`config.mk`:
```
export PLATFORM = sky130hd
export DESIGN_NAME = eate_ctrl
export DESIGN_NICKNAME = d
export VERILOG_FILES = /design/src/hdl/eate_pkg.sv /design/src/hdl/eate_ctrl.sv
export VERILOG_INCLUDE_DIRS = /design/src /design/src/hdl
export SDC_FILE = /design/constraint.sdc
export NUM_CORES = 1
export LEC_CHECK = 0
export BUFFER_PORTS_ARGS = -buffer_cell sky130_fd_sc_hd__buf_2
export CAP_MARGIN = 10
export CORE_AREA = 2 2 49 51
export CTS_BUF_LIST = sky130_fd_sc_hd__clkbuf_4 sky130_fd_sc_hd__clkbuf_8
export CTS_CLUSTER_DIAMETER = 200
export CTS_CLUSTER_SIZE = 10
export DETAILED_ROUTE_END_ITERATION = 6
export DIE_AREA = 0 0 51 53
export GPL_ROUTABILITY_DRIVEN = 1
export PLACE_DENSITY = 0.75
export SYNTH_ARGS = -nofsm -noshare
export SYNTH_HDL_FRONTEND = slang
export SYNTH_SLANG_ARGS = --single-unit
```
`constraint.sdc`:
```
create_clock -name aclk -period 4.25 [get_ports aclk]
set_input_delay 0.2125 -clock aclk [delete_from_list [all_inputs] [get_ports aclk]]
set_output_delay 0.2125 -clock aclk [all_outputs]
set_load 0.01 [all_outputs]
```
`src/hdl/exit_air_temp_estimator_core_defines.svh`:
```
// Assertion macros shared by the exit air temperature estimator RTL.
// Each macro expects clock aclk and active-low reset aresetn in scope.
`ifndef EXIT_AIR_TEMP_ESTIMATOR_CORE_DEFINES_SVH
`define EXIT_AIR_TEMP_ESTIMATOR_CORE_DEFINES_SVH

// Same-cycle implication, checked outside reset.
`define EATE_ASSERT_IMPL(lbl, ante, cons) \
    lbl: assert property (@(posedge aclk) disable iff (!aresetn) (ante) |-> (cons)) \
        else $error("estimator assertion failed");

// Next-cycle implication, checked outside reset.
`define EATE_ASSERT_NEXT(lbl, ante, cons) \
    lbl: assert property (@(posedge aclk) disable iff (!aresetn) (ante) |=> (cons)) \
        else $error("estimator assertion failed");

`endif

```
`src/hdl/eate_pkg.sv`:
```
// Shared types and constants of the exit air temperature estimator.
// No dependencies; used by every module of the block except eate_div.
`default_nettype none
package eate_pkg;

    typedef enum logic [1:0] {
        STATUS_OK            = 2'd0,
        STATUS_FLOW_ERR      = 2'd1,
        STATUS_INLET_MISSING = 2'd2,
        STATUS_POWER_ZERO    = 2'd3
    } status_t;

    localparam logic [2:0] CFG_PF_LOW     = 3'd0;
    localparam logic [2:0] CFG_PF_HIGH    = 3'd1;
    localparam logic [2:0] CFG_FLOW_LOW   = 3'd2;
    localparam logic [2:0] CFG_FLOW_HIGH  = 3'd3;
    localparam logic [2:0] CFG_ALPHA_SLOW = 3'd4;
    localparam logic [2:0] CFG_ALPHA_FAST = 3'd5;
    localparam logic [2:0] CFG_PWR_OFFSET = 3'd6;

    localparam int DIV_NUM_W = 50;
    localparam int DIV_DEN_W = 30;

    typedef struct packed {
        logic load_in;
        logic div_start;
        logic div_rise;
        logic interp_alpha;
        logic store_interp;
        logic calc_pc;
        logic calc_prod;
        logic store_raw;
        logic seed;
        logic calc_w;
        logic calc_upd;
        logic commit_upd;
        logic out_ok;
        logic out_special;
    } cmd_t;

    typedef struct packed {
        logic special;
        logic pc_zero;
        logic have_hist;
        logic div_done;
        logic out_free;
    } sts_t;

endpackage
`default_nettype wire

```
`src/hdl/eate_ctrl.sv`:
```
// Controller of the exit air temperature estimator: sequences the datapath.
// Depends on eate_pkg and the assertion macro header.
`default_nettype none
`include "exit_air_temp_estimator_core_defines.svh"
module eate_ctrl (
    input  wire logic           aclk,
    input  wire logic           aresetn,
    input  wire logic           s_tvalid,
    output logic                s_tready,
    input  wire eate_pkg::sts_t sts,
    output eate_pkg::cmd_t      cmd
);
    typedef enum logic [12:0] {
        S_IDLE   = 13'b0000000000001,
        S_CLASS  = 13'b0000000000010,
        S_DIVF   = 13'b0000000000100,
        S_PCMUL  = 13'b0000000001000,
        S_PCCHK  = 13'b0000000010000,
        S_RSTART = 13'b0000000100000,
        S_RDIV   = 13'b0000001000000,
        S_RAW    = 13'b0000010000000,
        S_ADIV   = 13'b0000100000000,
        S_WMUL   = 13'b0001000000000,
        S_UMUL   = 13'b0010000000000,
        S_UPD    = 13'b0100000000000,
        S_OUT    = 13'b1000000000000
    } state_t;

    state_t state_reg, state_next;
    logic   special_reg, special_next;

    assign s_tready = (state_reg == S_IDLE);

    always_comb begin
        state_next   = state_reg;
        special_next = special_reg;
        cmd          = '0;
        case (state_reg)
            S_IDLE: begin
                if (s_tvalid) begin
                    cmd.load_in = 1'b1;
                    state_next  = S_CLASS;
                end
            end
            S_CLASS: begin
                if (sts.special) begin
                    special_next = 1'b1;
                    state_next   = S_OUT;
                end else begin
                    cmd.div_start = 1'b1;
                    state_next    = S_DIVF;
                end
            end
            S_DIVF: begin
                if (sts.div_done) begin
                    cmd.store_interp = 1'b1;
                    state_next       = S_PCMUL;
                end
            end
            S_PCMUL: begin
                cmd.calc_pc = 1'b1;
                state_next  = S_PCCHK;
            end
            S_PCCHK: begin
                if (sts.pc_zero) begin
                    special_next = 1'b1;
                    state_next   = S_OUT;
                end else begin
                    cmd.calc_prod = 1'b1;
                    state_next    = S_RSTART;
                end
            end
            S_RSTART: begin
                cmd.div_start = 1'b1;
                cmd.div_rise  = 1'b1;
                state_next    = S_RDIV;
            end
            S_RDIV: begin
                if (sts.div_done) begin
                    cmd.store_raw = 1'b1;
                    state_next    = S_RAW;
                end
            end
            S_RAW: begin
                special_next = 1'b0;
                if (!sts.have_hist) begin
                    cmd.seed   = 1'b1;
                    state_next = S_OUT;
                end else begin
                    cmd.div_start    = 1'b1;
                    cmd.interp_alpha = 1'b1;
                    state_next       = S_ADIV;
                end
            end
            S_ADIV: begin
                cmd.interp_alpha = 1'b1;
                if (sts.div_done) begin
                    cmd.store_interp = 1'b1;
                    state_next       = S_WMUL;
                end
            end
            S_WMUL: begin
                cmd.calc_w = 1'b1;
                state_next = S_UMUL;
            end
            S_UMUL: begin
                cmd.calc_upd = 1'b1;
                state_next   = S_UPD;
            end
            S_UPD: begin
                cmd.commit_upd = 1'b1;
                state_next     = S_OUT;
            end
            S_OUT: begin
                if (sts.out_free) begin
                    cmd.out_special = special_reg;
                    cmd.out_ok      = !special_reg;
                    state_next      = S_IDLE;
                end
            end
            default: begin
                state_next = S_IDLE;
            end
        endcase
    end

    always_ff @(posedge aclk) begin
        if (!aresetn) begin
            state_reg   <= S_IDLE;
            special_reg <= 1'b0;
        end else begin
            state_reg   <= state_next;
            special_reg <= special_next;
        end
    end

    `EATE_ASSERT_IMPL(a_load_free, (cmd.out_ok || cmd.out_special), sts.out_free)
    `EATE_ASSERT_IMPL(a_done_wait, sts.div_done, (state_reg == S_DIVF || state_reg == S_RDIV || state_reg == S_ADIV))
    `EATE_ASSERT_NEXT(a_accept_class, (s_tvalid && s_tready), (state_reg == S_CLASS))
endmodule
`default_nettype wire

```
==> impl_results.md, run 1 <==
* Worst EP arrival at 2.42 ns
* First-pass iteration count of the detailed router at 4
* Final #Nets at 151
* Type of element launching the critical path: flop
* CTS clock-pin slew for the worst setup and hold paths at about 0.09 ns
* Placer Congestion at 0.896
* CTS Sinks at 14
* Largest register FFs at 13
* WS Path Type: reg -> out
* Vias at 1,020
* Most frequent cell after synthesis: nor2_1
* Final setup viols at 0
* Largest net degree at the start of global routing at 10
* Setup Fix Bufs, Post-CTS at 0
* Area leader, netlist: dfxtp_1
* Leakage at around 0.48 nW
* Worst-Margin Slew at 0.549 ns
* CP Capture Type: primary output
* Fmax at around 380 MHz
* CTS tree: yes
* Post_cts resized at 0
* Final hold violation count at 0
* Clk_lat worst skew at 0.29 ns
* Net Count, Synth at about 130
* Die Span Y at ~53 um
* I/O pin total at 23
* Met1 Usage GRT at between 20% and 30%
* P&R area growth vs syn at 14.2%
* Syn avg cell area at 7.53 sq um
* Die ar. at 0.00270 sq mm
* Num CTS Buffers at 3
* Slew headroom at 63.1%
* Global-route wire length before repair at around 4 mm
* Post-synth ARST share at 0%
* CTS hold repair buffers at 0
* Post-Place Worst Slack at about 2.0 ns
* Distinct cells, synth at 40
* CP max FO at 9
* Clk buf depth at 2
* R2R Setup Slk at about 2.0 ns
* Row count at 17
* Via density at around 6.0
* Pint at between 0.15 and 0.2 mW
* PwrDens at around 250 mW/mm^2
* Dpl cells at 166
* Post-layout worst setup margin at 1.62 ns
* Synthesis warning total at 0
* Die Width at slightly above 50 um
* Mapped Area at around 930 sq um
* Peak supply drop at about 0.00012 V
* CORE AREA at approximately 0.0021 sq mm
* Clock skew at 0.0104 ns
* RSZ-0062 raised after global routing: false
* Share of post-route cells with drive strength above 1 at between 20% and 30%
* Post-synth EDFFs at 0
* PortBufs at 22
* Remaining DRCs at 0
* Starting Density at between 40 and 50%
* Min Clock Period, post-route at around 2.6 ns
* Pwr Total at roughly 0.26 mW
* Vias in the first global route at about 930
* Combinational share of power at approximately 17%
* DP HPWL at approximately 1.9 mm
* Switching Fraction at 29.5%
* Fill cells at 214
* Hold Slack at 0.114 ns
* Root buffer cell: clkbuf_4
* Routed Antenna Nets at 0
* # diodes at 0
* Initial drt markers at 55
* Post-synthesis sequential area ratio at approximately 30%
* H-tree depth at 1
* Seq cells post-synth at 14
* Global routing's busiest layer: met2
* Setup TNS at 0 ns
* GR Layer Usage met2 at 36.1%
* Area contributors post-synth: dfxtp_1 (30%), nor2_1 (6.5%), nand2_1 (5.3%)
* Share of power burned in registers at roughly 53%
* Non-filler cells in the finished layout at 169
* Slew Viols, Final at 0
* Required @ worst endpoint at between 4 and 5 ns
* Commonest cells post-synth: nor2_1 (16), dfxtp_1 (14), nand2_1 (13), nor3_1 (9), nor4_1 (7)
* Period Utilization, post-route at roughly 60%
* Primary FF master, synth: dfxtp_1
* Mapped Cells at around 120
* Wire length per cell at 14.6 um
* Max Cap Viol at 0
* GR Util met3 at 1.98%
* Sw power at approximately 0.077 mW
* GRT Total Usage at around a fifth
* Final wirelength at roughly 2.5 mm
* Yosys top cell area share at about 30%
* Outcome: finished, final reports clean
* Initial antenna violation count at 0
* Gr ovfl total at 0
* Worst hold-check path type: in -> reg
* Clock power share at between 30% and 40%
-- area by class of cell --
cell class                 instances  area [sq um]  area share, %
clock buffer                       3          22.5           2.13
tap                               28          35.0           3.31
sequential                        14           280           26.5
multi-input combinational         97           591           55.9
inverter                           5          18.8           1.78
timing repair buffer              22           110           10.4
-- logic make-up after synthesis --
logic type | Yosys count | synth area share, %
xor+xnor | 2 | 1.89
simple gates | 76 | 45.7
buf+inv | 12 | 5.95
flops | 14 | 30.3
compound gates | 19 | 16.2
-- metrics by stage --
stage                     area [sq um]  util, %
after floorplan                    926        -
after CTS                         1060     49.2
after detailed placement          1030     48.2
after global routing              1060     49.2
final                             1060     49.2
after global placement            1030     48.2
-- critical path: stages (launching register included) --
cell	delay, ns
dfxtp_1	0.40
or4_1	0.64
nor3_1	0.47
nand4b_1	0.34
nand3_1	0.14
buf_2	0.14
-- worst paths after layout --
check	startpoint	endpoint	cells after the start
worst max register to register	state_reg[0]$_SDFFE_PN1P_	state_reg[0]$_SDFFE_PN1P_	5
worst max-delay path	state_reg[0]$_SDFFE_PN1P_	cmd[12]	5
worst min register to register	state_reg[8]$_SDFFE_PN0P_	state_reg[8]$_SDFFE_PN0P_	2
worst min-delay path	sts[3]	state_reg[5]$_SDFFE_PN0P_	2
-- layer usage --
layer  up-vias  wire length (um)
li1        495                 -
met1       457              1020
met2        58              1200
met3        10               184
met5         -                 0
met4         0                68
-- layout by cell type, fill, tap and decap left out, types with 2 or more instances in the layout --
master    count
inv_1         5
buf_2        22
xor2_1        2
o21ai_0       3
a21boi_1      3
nor2_1       16
nor3_1        9
nand2_1      13
nand3b_1      2
or3_1         2
nand2b_1      4
dfxtp_1      14
nor4_1        7
clkbuf_4      3
nand3_1       6
nor4b_1       3
nor3b_1       2
nand4b_1      4
-- power by group through the flow --
stage	Sequential, mW	Clock, mW	Combinational [mW]
floorplan	0.137	0	0.0341
global placement	0.141	0	0.0428
detailed placement	0.142	0	0.0436
CTS	0.139	0.0801	0.0439
global route	0.139	0.0872	0.0492
finish	0.139	0.0795	0.0443
Note: power is estimated with default switching activity, not from simulation.
==> run 2, diff against run 1 <==
--- a/config.mk
+++ b/config.mk
@@ -6,14 +6,15 @@
 export SDC_FILE = /design/constraint.sdc
 export NUM_CORES = 1
 export LEC_CHECK = 0
+export ABC_AREA = 1
 export BUFFER_PORTS_ARGS = -buffer_cell sky130_fd_sc_hd__buf_2
 export CAP_MARGIN = 10
-export CORE_AREA = 2 2 49 51
+export CORE_AREA = 2 2 50 52
 export CTS_BUF_LIST = sky130_fd_sc_hd__clkbuf_4 sky130_fd_sc_hd__clkbuf_8
 export CTS_CLUSTER_DIAMETER = 200
 export CTS_CLUSTER_SIZE = 10
 export DETAILED_ROUTE_END_ITERATION = 6
-export DIE_AREA = 0 0 51 53
+export DIE_AREA = 0 0 52 54
 export GPL_ROUTABILITY_DRIVEN = 1
 export PLACE_DENSITY = 0.75
 export SYNTH_ARGS = -nofsm -noshare
==> constraint.sdc (replaced) <==
create_clock -name aclk -period 2.7 [get_ports aclk]
set_input_delay 0.135 -clock aclk [delete_from_list [all_inputs] [get_ports aclk]]
set_output_delay 0.135 -clock aclk [all_outputs]
set_load 0.01 [all_outputs]
==> run 2 against run 1 <==
Compared with the run above:
- critical path depth up 2
- utilization decreased by 0.45 points
- setup slack lost 0.68 ns
- largest power group unchanged
- design area up 7.0%
- total power is 120% higher
- sequential share of layout area down 1.7 points
- sequential power is 68% higher
- clock skew decreased by 0.0054 ns
- count of clock-buffer cells in the layout is the same
- sequential cell count unchanged
==> impl_results.md, run 2 <==
* Fmax at ~570 MHz
* Placer Congestion at 0.874 (was 0.896)
* Type of element launching the critical path: flop (unchanged)
* Net Count, Synth at 159 (was 131)
* WS Path Type: reg -> out (unchanged)
* P&R area growth vs syn at 17.7% (was 14.2%)
* Reg2reg start: state_reg[4]$_SDFFE_PN0P_ (was state_reg[0]$_SDFFE_PN1P_)
* Fill cells at 250 (was 214)
* Worst hold endpoint: state_reg[0]$_SDFFE_PN1P_ (was state_reg[5]$_SDFFE_PN0P_)
* Vias at 996 (was 1,020)
* Die ar. at 0.00281 sq mm (was 0.00270 sq mm)
* R2R Setup Slk at 1.23 ns (was 1.97 ns)
* Area contributors post-synth: dfxtp_1 (29%), inv_1 (12%), nand2_1 (12%) (was dfxtp_1 (30%), nor2_1 (6.5%), nand2_1 (5.3%))
* Required @ worst endpoint at 2.57 ns (was 4.04 ns)
* Share of power burned in registers at 41.1% (was 52.8%)
* Final wirelength at 2.19 mm (was 2.47 mm)
* Critical R2R Capture: state_reg[0]$_SDFFE_PN1P_ (unchanged)
* Remaining DRCs at 0 (unchanged)
* Clk_lat worst skew at 0.27 ns (was 0.29 ns)
* I/O pin total at 23 (unchanged)
* Distinct cells, synth at 19 (was 40)
* PortBufs at 22 (unchanged)
* PwrDens at 504 mW/mm^2 (was 248 mW/mm^2)
* Outcome: finished, final reports clean (unchanged)
* Crit-path slowest cell: dfxtp_1 (was or4_1)
* GRT Total Usage at 17.7% (was 19.8%)
* Min Clock Period, post-route at roughly 1.8 ns
* Initial drt markers at 18 (was 55)
* First-pass iteration count of the detailed router at 4 (unchanged)
* Setup TNS at 0 ns (unchanged)
* Synthesis warning total at 0 (unchanged)
* H-tree depth at 1 (unchanged)
* Final setup viols at 0 (unchanged)
* Hold path cells at 2 (unchanged)
* Die Span Y at 54 um (was 53 um)
* Yosys top cell area share at 29.2% (was 30.3%)
* Initial antenna violation count at 0 (unchanged)
* Setup Fix Bufs, Post-CTS at 0 (unchanged)
* Sw power at 0.218 mW (was 0.0774 mW)
* Row count at 18 (was 17)
* Max incr delay on CP at 0.34 ns (was 0.64 ns)
* Clock skew at 0.00495 ns (was 0.0104 ns)
* Clk buf depth at 2 (unchanged)
* Combinational share of power at 39.4% (was 16.9%)
* Seq cells post-synth at 14 (unchanged)
* Post_cts resized at 0 (unchanged)
* Share of post-route cells with drive strength above 1 at 28.4% (was 20.6%)
* Switching Fraction at 38.2% (was 29.5%)
* Via density at 4.83 (was 6.04)
* CTS Sinks at 14 (unchanged)
* Post-synth EDFFs at 0 (unchanged)
* Slew headroom at 82.4% (was 63.1%)
* Wire length per cell at 10.6 um (was 14.6 um)
* Largest register FFs at 13 (unchanged)
* Global-route wire length before repair at 3.75 mm (was 4.06 mm)
* Pwr Total at 0.570 mW (was 0.263 mW)
* Commonest cells post-synth: inv_1 (30), nand2_1 (30), nor2_1 (22), nand3_1 (16), dfxtp_1 (14) (was nor2_1 (16), dfxtp_1 (14), nand2_1 (13), nor3_1 (9), nor4_1 (7))
* # diodes at 0 (unchanged)
* Min-delay src: aresetn (was sts[3])
* Gr ovfl total at 0 (unchanged)
* Critical Path, Cell by Cell: nor2_1 -> nand3_1 -> nor2_2 -> nand2_1 -> or2_1 -> inv_1 -> buf_2 (was or4_1 -> nor3_1 -> nand4b_1 -> nand3_1 -> buf_2)
* Worst Setup SP: state_reg[8]$_SDFFE_PN0P_ (was state_reg[0]$_SDFFE_PN1P_)
* Pint at 0.352 mW (was 0.185 mW)
* Num CTS Buffers at 3 (unchanged)
* Period Utilization, post-route at ~65%
* CTS clock-pin slew for the worst setup and hold paths at 0.07 ns (was 0.09 ns)
* Leakage at 0.687 nW (was 0.477 nW)
* Worst-Margin Slew at 0.262 ns (was 0.549 ns)
* Die Width at 52 um (was 51 um)
* Primary FF master, synth: dfxtp_1 (unchanged)
* FF-to-FF path depth at 10 (was 5)
* Syn avg cell area at 6.36 sq um (was 7.53 sq um)
* Mapped Area at 961 sq um (was 926 sq um)
* Clock power share at 19.4% (was 30.3%)
* Largest net degree at the start of global routing at 9 (was 10)
* Max Cap Viol at 0 (unchanged)
* Root buffer cell: clkbuf_4 (unchanged)
* Final #Nets at 186 (was 151)
* Post-synth ARST share at 0% (unchanged)
* Peak supply drop at 0.000314 V (was 0.000117 V)
* Final hold violation count at 0 (unchanged)
* Worst EP arrival at 1.62 ns (was 2.42 ns)
* RSZ-0062 raised after global routing: false (unchanged)
* Slew Viols, Final at 0 (unchanged)
* Post-synthesis sequential area ratio at 29.2% (was 30.3%)
* Area leader, netlist: dfxtp_1 (unchanged)
* CP Capture Type: primary output (unchanged)
* Most frequent cells in the layout: inv_1 (30), nand2_1 (30), nor2_1 (22), buf_2 (22), nand3_1 (16) (was buf_2 (22), nor2_1 (16), dfxtp_1 (14))
* CORE AREA at 0.00232 sq mm (was 0.00215 sq mm)
* Crit path buf inv count at 2 (was 1)
* CTS tree: yes (unchanged)
* Crit path max-delay family: simple AND/OR/NAND/NOR gates (unchanged)
* Worst hold-check path type: in -> reg (unchanged)
* Mapped Cells at 151 (was 123)
* CTS hold repair buffers at 0 (unchanged)
* Routed Antenna Nets at 0 (unchanged)
* Vias in the first global route at 933 (was 925)
* DP HPWL at 1.87 mm (about the same)
* Starting Density at 41.4% (was 43.1%)
* CP max FO at 5 (was 9)
[run 2: cell count changes after synthesis, moves of 5 or more]
cell	previous run	this run
inv_1	5	30
nand2_1	13	30
nand3_1	6	16
nand2_2	0	5
nor3_1	9	4
nor2_2	0	6
nor2_1	16	22
nor4_1	7	0
[run 2: per-stage QoR]
step | hold slack [ns] | cells | cell area [sq um] | worst slack, ns | utilization, %
6_report | 0.118 | 206 | 1130 | 0.943 | 48.8
5_1_grt | 0.124 | 206 | 1130 | 0.748 | 48.8
4_1_cts | 0.110 | 206 | 1130 | 0.935 | 48.8
3_5_place_dp | 0.390 | 203 | 1110 | 1.24 | 47.8
3_3_place_gp | 0.384 | 203 | 1110 | 1.26 | 47.8
2_1_floorplan | 0.204 | 151 | 961 | 1.38 | -
[run 2: power groups by stage]
| stage | Clock [mW] | Sequential [mW] | Combinational, mW |
|---|---|---|---|
| 3_3_place_gp | 0 | 0.238 | 0.221 |
| 6_report | 0.111 | 0.234 | 0.225 |
| 2_1_floorplan | 0 | 0.236 | 0.174 |
| 5_1_grt | 0.123 | 0.236 | 0.256 |
| 4_1_cts | 0.118 | 0.234 | 0.226 |
| 3_5_place_dp | 0 | 0.239 | 0.226 |
[run 2: logic make-up after synthesis]
| group | synth area share, % |
|---|---|
| buffers and inverters | 12.5 |
| AND/OR/NAND/NOR | 54.8 |
| flip-flops | 29.2 |
| AO/OA/AOI/OAI | 3.52 |
[run 2: metal layers]
layer	GRT usage (%)	vias up	share of wire, %
met4	7.02	0	1.8
li1	-	511	-
met1	22.9	441	43
met2	29.5	38	48
met3	2.78	6	7.7
met5	0	-	0
[run 2: worst register-to-register path: stages (launching register included)]
cell and delay [ns]:
dfxtp_1 0.33, nor2_2 0.18, inv_1 0.08, nor3_1 0.22, nand2_1 0.17, nand2_1 0.12, nor2_1 0.06, nand3_2 0.06
nand2_1 0.05, nand2_1 0.06, nand2_1 0.04
[run 2: cell type report]
type | count | area [sq um] | share of cell area, %
multi-input combinational | 105 | 561 | 49.6
sequential | 14 | 280 | 24.8
inverter | 32 | 120 | 10.6
timing repair buffer | 22 | 110 | 9.73
tap | 30 | 37.5 | 3.32
clock buffer | 3 | 22.5 | 1.99
[run 2: how the worst max path moves through the flow]
| stage | to | slack, ns | depth (start not counted) |
|---|---|---|---|
| after floorplan | state_reg[0]$_SDFFE_PN1P_ | 1.38 | 10 |
| after global routing | cmd[7] | 0.75 | 6 |
| after CTS | cmd[7] | 0.93 | 6 |
| after detailed placement | cmd[7] | 1.24 | 7 |
| final | cmd[7] | 0.94 | 7 |
| after global placement | cmd[7] | 1.26 | 6 |
